File: config.mk
export PLATFORM = sky130hd
export DESIGN_NAME = udiv_stage
export DESIGN_NICKNAME = d
export VERILOG_FILES = /design/src/hdl/udiv_pkg.sv /design/src/hdl/udiv_stage.sv
export SDC_FILE = /design/constraint.sdc
export NUM_CORES = 1
export LEC_CHECK = 0
export ABC_AREA = 1
export BUFFER_PORTS_ARGS = -buffer_cell sky130_fd_sc_hd__buf_2
export CAP_MARGIN = 20
export CORE_ASPECT_RATIO = 1.75
export CORE_UTILIZATION = 30
export CTS_CLUSTER_DIAMETER = 100
export DETAILED_ROUTE_END_ITERATION = 7
export GPL_TIMING_DRIVEN = 0
export MAX_ROUTING_LAYER = met4
export PLACE_DENSITY = 0.54
export SETUP_SLACK_MARGIN = 0.4
export SLEW_MARGIN = 20
export SYNTH_ARGS = -nofsm -noshare
export SYNTH_HDL_FRONTEND = slang
export SYNTH_SLANG_ARGS = --single-unit
File: constraint.sdc
create_clock -name clk_i -period 1.11 [get_ports clk_i]
set_input_delay 0.222 -clock clk_i [delete_from_list [all_inputs] [get_ports clk_i]]
set_output_delay 0.222 -clock clk_i [all_outputs]
set_load 0.02 [all_outputs]
File: src/hdl/udiv_pkg.sv
// Package: shared types and constants for the pipelined unsigned divider.
`timescale 1ns / 1ps

package udiv_pkg;

  // Field width of every operand and result on the ports
  localparam int unsigned DATA_W = 64;

  // Default operand width used inside the datapath
  localparam int unsigned DEF_WIDTH = 64;

  // Operands of one division transaction
  typedef struct packed {
    logic [DATA_W-1:0] dividend;
    logic [DATA_W-1:0] divisor;
  } div_in_t;

  // Result of one division transaction
  typedef struct packed {
    logic [DATA_W-1:0] quotient;
    logic [DATA_W-1:0] remainder;
    logic              div_by_zero;
  } div_out_t;

  // Control bits that travel down the pipeline with the data
  typedef struct packed {
    logic valid;
    logic dz;
  } stg_ctrl_t;

endpackage : udiv_pkg

File: src/hdl/udiv_stage.sv
// One restoring division step with its pipeline register.
`timescale 1ns / 1ps

module udiv_stage #(
  parameter int unsigned WIDTH = udiv_pkg::DEF_WIDTH
) (
  input  logic                clk_i,
  input  logic                rst_ni,
  input  udiv_pkg::stg_ctrl_t ctrl_i,
  input  logic [WIDTH-1:0]    n_i,
  input  logic [WIDTH-1:0]    d_i,
  input  logic [WIDTH-1:0]    q_i,
  input  logic [WIDTH-1:0]    r_i,
  output udiv_pkg::stg_ctrl_t ctrl_o,
  output logic [WIDTH-1:0]    n_o,
  output logic [WIDTH-1:0]    d_o,
  output logic [WIDTH-1:0]    q_o,
  output logic [WIDTH-1:0]    r_o
);

  logic [WIDTH:0]   full;
  logic [WIDTH:0]   diff;
  logic             ge;
  logic [WIDTH-1:0] n_d, q_d, r_d;

  logic [WIDTH-1:0]    n_q, d_q, q_q, r_q;
  udiv_pkg::stg_ctrl_t ctrl_q;

  // Shift the next dividend bit into the partial remainder, keeping the carry-out bit
  assign full = {r_i, n_i[WIDTH-1]};
  assign diff = full - {1'b0, d_i};
  assign ge   = ~diff[WIDTH];

  // Subtract when the remainder is not below the divisor and record the quotient bit
  always_comb begin
    n_d = {n_i[WIDTH-2:0], 1'b0};
    if (ge) begin
      r_d = diff[WIDTH-1:0];
      q_d = {q_i[WIDTH-2:0], 1'b1};
    end else begin
      r_d = full[WIDTH-1:0];
      q_d = {q_i[WIDTH-2:0], 1'b0};
    end
  end

  // Hold the control bits; they alone need reset
  always_ff @(posedge clk_i or negedge rst_ni) begin
    if (!rst_ni) begin
      ctrl_q <= '0;
    end else begin
      ctrl_q <= ctrl_i;
    end
  end

  // Advance the datapath every cycle
  always_ff @(posedge clk_i) begin
    n_q <= n_d;
    d_q <= d_i;
    q_q <= q_d;
    r_q <= r_d;
  end

  assign ctrl_o = ctrl_q;
  assign n_o    = n_q;
  assign d_o    = d_q;
  assign q_o    = q_q;
  assign r_o    = r_q;

endmodule : udiv_stage

==> flow_metrics.py, run 1 <==
metrics = {
    "yosys": {
        "synth_largest_area_cell": "dfxtp_1",
        "netlist_instances": 1863,
        "syn-mean-instance-area_um2": 6.65,
        "ys_seq_area_frac": 0.416,
        "synth_cell_type_count": 33,
        "synth_common_cells": "788 x nand2_1, 388 x inv_1, 255 x dfxtp_1",
        "syn-num-nets": 2188,
        "synth-edff-count": 0,
        "ys.warnings.count": 0,
        "synthesis.area_um2": 12400,
        "synth-main-ff-cell": "dfxtp_1",
        "number_of_register_bits_inferred_by_synthesis": 257,
        "yosys-top-cells-area": "dfxtp_1 41%, nand2_1 24%, inv_1 12%",
        "share_of_async_settable_or_async_resettable_flops_after_synthesis": 0.00778,
        "netlist.area_leader.share": 0.412,
        "leading_cell_type_by_number_of_instances_after_synthesis": "nand2_1",
    },
    "worst_setup_path": {
        "cp.required_ns": 1.60,
        "worst_path_max_delay_cell": "fa_2",
        "cpMostUsedCell": "nand2_4",
        "worstSetupPathType": "in2reg",
        "worst_ep_arrival_time_ns": 2.46,
        "critical_path.endpoint_type": "flip-flop",
        "crit_path_max_fanout": 6,
        "crit_path_start_kind": "primary input",
        "critical-path-max-stage-delay_ns": 0.44,
        "crit_path_cell_trace": "buf_6 > ha_4 > fa_2 > inv_2 > nand2_2 > nand2_2 > nand3_2 > nand2_4 > nand2_4 > nand2_4 > nand2_4 > nand2_4 > nand2_4 > nand2_4 > nand2_4 > nand2_4 > buf_12 > buf_12 > clkbuf_16 > nand2_4 > nand2_2",
        "crit_start": "d_i[0]",
    },
    "floorplanning": {
        "placeableCoreArea_um2": 40800,
        "initial_core_util": 0.303,
        "die_width_um": 156,
        "die_area_um2": 42200,
        "core.rowCount": 98,
        "chipHeight_um": 271,
        "design.portCount": 518,
    },
    "job": {
        "max_cap_violations": 0,
    },
    "placed_design": {
        "dp.final_hpwl_um": 51100,
        "number_of_i_o_port_buffers": 515,
        "place_congestion": 0.958,
        "preCtsSetupSlack_ns": -1.94,
        "place_inst": 2928,
    },
    "sta": {
        "finalMaxSlewViolations": 0,
        "final_hold_vios": 0,
        "finalWorstSetupSlack_ns": -0.868,
        "min_period_ns": 1.98,
        "final.period_utilization": 1.78,
        "grt_setup_unrepaired": "true",
        "finalSetupViolCount": 322,
        "max_clock_freq_ghz": 0.505,
    },
    "routing": {
        "vias": 14300,
        "drt_drc_violations_left": 0,
        "routed_wire_length_per_instance_um": 20.4,
        "drt-total-wl_um": 66600,
        "antenna_left": 0,
        "drtIter0Drc": 563,
        "drt_pre_antenna_iters": 5,
        "vias_per_cell": 4.39,
    },
    "clock_tree": {
        "cts.reportedPaths.clkPinSlew_ns": 0.07,
        "cts.htree.levels": 1,
        "root_buffer": "clkbuf_16",
        "cts_buffer_count": 24,
        "cts_tree": "built",
        "ctsLongestPathBuffers": 3,
        "sinks_on_the_clock_net": 257,
    },
    "grt": {
        "grt_antenna_before_repair": 2,
        "grt_pass1_wl_um": 94000,
        "first_global_vias": 15500,
        "grt_overflow": 0,
        "global_route.usage.total": 0.320,
        "pin_count_of_the_biggest_net_entering_global_routing": 17,
    },
    "status": {
        "run_status": "finished with violations",
        "failed_checks": "negative setup slack",
    },
    "final_layout": {
        "final_core_utilization": 0.559,
        "stdcell_count": 3265,
        "final_layout_size_suffix_gt1_frac": 0.409,
        "final_net_count": 3020,
        "area_delta_synth_final_pct": 84.1,
    },
    "min_path": {
        "worst_hold_launch": "r_i[7]",
        "min_path_type": "in2reg",
    },
    "pwr": {
        "power_leakage_nw": 12.2,
        "pwr_density_cell_nw_per_um2": 1320,
        "irDropWorstVdd_mv": 1.30,
    },
}
-- repair_timing --
item,4_1_cts,5_1_grt
resized for setup,1017,96
setup buffers,27,4
cloned,5,1
endpoints found under the hold margin,255,0
setup endpoints to repair,322,322
pin swaps,32,24
hold buffers,254,0
-- per-layer routing --
metal  GRT usage  up-vias  wire [um]
li1            -     7171          -
met1       0.278     6482      21800
met2       0.622      531      36500
met3      0.0338      153       2650
met4       0.233        0       5650
met5           -        -          0
-- placed cells by master, fill, tap and decap left out, types with 26 or more instances in the layout --
master           n
nand2_1        678
inv_1          383
buf_6          266
buf_2          256
dlygate4sd3_1  254
dfxtp_2        234
nand2_2         95
nor2_1          92
nand3_1         57
nand2_4         43
a21oi_1         43
xor2_1          30
ha_4            30
clkbuf_16       26
-- stage by stage --
step / setup TNS, ns / total power (W) / hold WS (ns) / area (um2)
after detailed placement: -119.59 / 0.0178 / 0.0126 / 15700
after global routing: -90.29 / 0.0314 / 0.0162 / 22800
after CTS: -84.56 / 0.0298 / 0.00301 / 22400
final: -78.23 / 0.0301 / 0.0309 / 22800
after global placement: -120.59 / 0.0178 / 0.00978 / 15700
after floorplan: -59.61 / 0.0147 / -0.0736 / 12400
-- flip-flops by register name, indices dropped and copies added, names as in the netlist --
name,cells
d_o,64
q_o,64
r_o,64
n_o,63
ctrl_o,2
-- worst max-delay path: cells and delay by family --
kind                     cells  cell delay, ns
buffers and inverters        5            0.68
AND/OR/NAND/NOR             14            0.97
adder cells (fa/ha/maj)      2            0.60
-- logic make-up (layout without fill, tap and decap cells) --
family | Yosys count | in the layout | synth area share
simple gates | 1037 | 1037 | 0.337
buf+inv | 407 | 1257 | 0.131
flops | 257 | 257 | 0.416
fa+ha+maj | 65 | 65 | 0.0662
compound gates | 65 | 65 | 0.0279
xor+xnor | 31 | 31 | 0.0219
other cells | 1 | 3 | 0.000303
-- area by class of cell --
cell class | count | area, um2
Clock buffer | 34 | 729
Buffer | 14 | 214
Antenna cell | 2 | 5.00
Timing Repair Buffer | 806 | 7210
Multi-Input combinational cell | 1199 | 6830
Fill cell | 3758 | 18000
Tap cell | 550 | 688
Inverter | 393 | 1480
Sequential cell | 257 | 5530
Clock inverter | 10 | 124
-- path summary, 6_finish.rpt --
path | end | slack [ns] | cells past startpoint
setup / recovery | r_o[2]$_DFF_P_ | -0.87 | 21
hold / removal | r_o[8]$_DFF_P_ | 0.03 | 3
max in group asynchronous | ctrl_o[1]$_DFF_PN0_ | 0.91 | 2
min in group asynchronous | ctrl_o[0]$_DFF_PN0_ | 0.09 | 2
-- power by group --
part / internal (W) / switching, W / leakage [nW]
clock: 0.00508 / 0.00379 / 0.416
combinational: 0.00465 / 0.00590 / 9.56
sequential: 0.0102 / 0.000490 / 2.19
total: 0.0199 / 0.0102 / 12.2
No activity file was read; power rests on OpenSTA's default activity.
==> inputs of run 2 (changes only) <==
--- a/config.mk
+++ b/config.mk
@@ -9,6 +9,7 @@
 export BUFFER_PORTS_ARGS = -buffer_cell sky130_fd_sc_hd__buf_2
 export CAP_MARGIN = 20
 export CORE_ASPECT_RATIO = 1.75
+export CORE_MARGIN = 2
 export CORE_UTILIZATION = 30
 export CTS_CLUSTER_DIAMETER = 100
 export DETAILED_ROUTE_END_ITERATION = 7
==> flow_metrics.py, run 2 (synthesis results as in run 1) <==
metrics = {
    "final_layout": {
        "layout.cells.most_common": "nand2_1",
        "area_delta_synth_final_pct": 87.8,
        "final_net_count": 3039,
        "layout.filler_cells": 3612,
        "final_core_utilization": 0.570,
        "seqCellArea_um2": 5530,
        "stdcell_count": 3286,
        "final_layout_size_suffix_gt1_frac": 0.427,
        "multi_input_comb_area_um2": 6990,
        "layout_common_cells": "660 x nand2_1, 368 x inv_1, 268 x buf_6",
    },
    "clock_tree": {
        "sinks_on_the_clock_net": 257,
        "cts_tree": "built",
        "cts.reportedPaths.clkPinSlew_ns": 0.07,
        "root_buffer": "clkbuf_16",
        "ctsLongestPathBuffers": 3,
        "cts_buffer_count": 23,
        "cts.htree.levels": 1,
    },
    "routing": {
        "drtIter0Drc": 583,
        "vias": 14700,
        "drt_drc_violations_left": 0,
        "drt-total-wl_um": 67400,
        "routed_wire_length_per_instance_um": 20.5,
        "drt_pre_antenna_iters": 7,
        "antenna_left": 0,
        "vias_per_cell": 4.46,
    },
    "grt": {
        "pin_count_of_the_biggest_net_entering_global_routing": 17,
        "global_route.usage.total": 0.304,
        "grt_overflow": 0,
        "first_global_vias": 15000,
        "grt_pass1_wl_um": 91300,
        "grt_antenna_before_repair": 7,
    },
    "worst_setup_path": {
        "crit_path_max_fanout": 5,
        "cp.required_ns": 1.59,
        "worst_ep_arrival_time_ns": 2.47,
        "critical_path.endpoint_type": "flip-flop",
        "crit_path_start_kind": "primary input",
        "worstSetupPathType": "in2reg",
    },
    "sta": {
        "finalSetupViolCount": 322,
        "final.period_utilization": 1.79,
        "min_period_ns": 1.98,
        "finalMaxSlewViolations": 0,
        "hold_ws_ns": 0.0193,
        "max_clock_freq_ghz": 0.504,
        "final_hold_vios": 0,
        "grt_setup_unrepaired": "true",
        "finalWorstSetupSlack_ns": -0.874,
        "timing.setup.tns_ns": -79.07,
    },
    "pwr": {
        "power_leakage_nw": 12.3,
        "irDropWorstVdd_mv": 1.31,
        "pwr_density_cell_nw_per_um2": 1320,
    },
    "placed_design": {
        "number_of_i_o_port_buffers": 515,
        "place_congestion": 0.997,
        "place_inst": 2928,
        "dp.final_hpwl_um": 50900,
    },
    "floorplanning": {
        "die_area_um2": 43000,
        "placeableCoreArea_um2": 40800,
        "die_width_um": 158,
        "chipHeight_um": 273,
        "design.portCount": 518,
        "core.rowCount": 98,
        "initial_core_util": 0.303,
    },
    "status": {
        "run_status": "finished with violations",
        "failed_checks": "negative setup slack",
    },
    "job": {
        "max_cap_violations": 0,
    },
    "min_path": {
        "min_path_type": "in2reg",
    },
}
[run 2: changes by cell type in the layout (fill, tap and decap cells not counted), sizes merged]
cell and delta:
buf +19, bufinv +4, clkbuf -4, diode +4
clkinv -3, inv +1
[run 2: final timing paths]
check	start	cells past startpoint	endpoint	slack, ns
min	r_i[21]	3	r_o[22]$_DFF_P_	0.02
max	d_i[42]	18	r_o[22]$_DFF_P_	-0.87
max in group asynchronous	rst_ni	2	ctrl_o[1]$_DFF_PN0_	0.92
min in group asynchronous	rst_ni	2	ctrl_o[0]$_DFF_PN0_	0.09
[run 2: where the power goes]
group	internal, W	total (W)	switching [W]
clock	0.00548	0.00918	0.00370
sequential	0.0102	0.0107	0.000479
combinational	0.00488	0.0109	0.00603
[run 2: layout make-up]
cell class,count,share of cell area
Tap cell,550,0.0296
Clock buffer,29,0.0274
Inverter,393,0.0639
Antenna cell,6,0.000645
Buffer,14,0.00984
Timing Repair Buffer,826,0.321
Sequential cell,257,0.238
Multi-Input combinational cell,1199,0.300
Clock inverter,12,0.00957
[run 2: through the flow]
| stage | cell area [um2] | power [W] | setup WS (ns) |
|---|---|---|---|
| 2_1_floorplan | 12400 | 0.0147 | -0.932 |
| 4_1_cts | 22400 | 0.0301 | -0.826 |
| 3_3_place_gp | 15700 | 0.0178 | -1.95 |
| 5_1_grt | 23300 | 0.0320 | -0.905 |
| 6_report | 23300 | 0.0308 | -0.874 |
| 3_5_place_dp | 15700 | 0.0178 | -1.93 |
[run 2: what timing repair did]
action	in CTS	in global routing
hold buffers	253	1
pin swaps	37	65
hold endpoints to repair	256	1
setup buffers	35	15
cloned	4	3
endpoints found under the setup margin	322	322
resized for setup	1008	170
[run 2: critical path, stage by stage]
cell	delay, ns
buf_6	0.07
inv_2	0.04
ha_4	0.31
nand2_4	0.07
nor2_4	0.14
inv_2	0.06
nor2_4	0.13
nand2_2	0.09
nor4_4	0.37
nand2_4	0.11
nand2_4	0.08
nand2_2	0.05
nand2_2	0.09
buf_12	0.16
buf_12	0.15
buf_12	0.14
nand2_4	0.05
nand2_2	0.10
[run 2: layer usage]
| metal | vias to the layer above | global-route usage | part of all wire |
|---|---|---|---|
| met5 | - | - | 0 |
| met4 | 0 | 0.206 | 0.084 |
| met3 | 173 | 0.0344 | 0.046 |
| met2 | 584 | 0.583 | 0.54 |
| met1 | 6685 | 0.271 | 0.33 |
| li1 | 7209 | - | - |
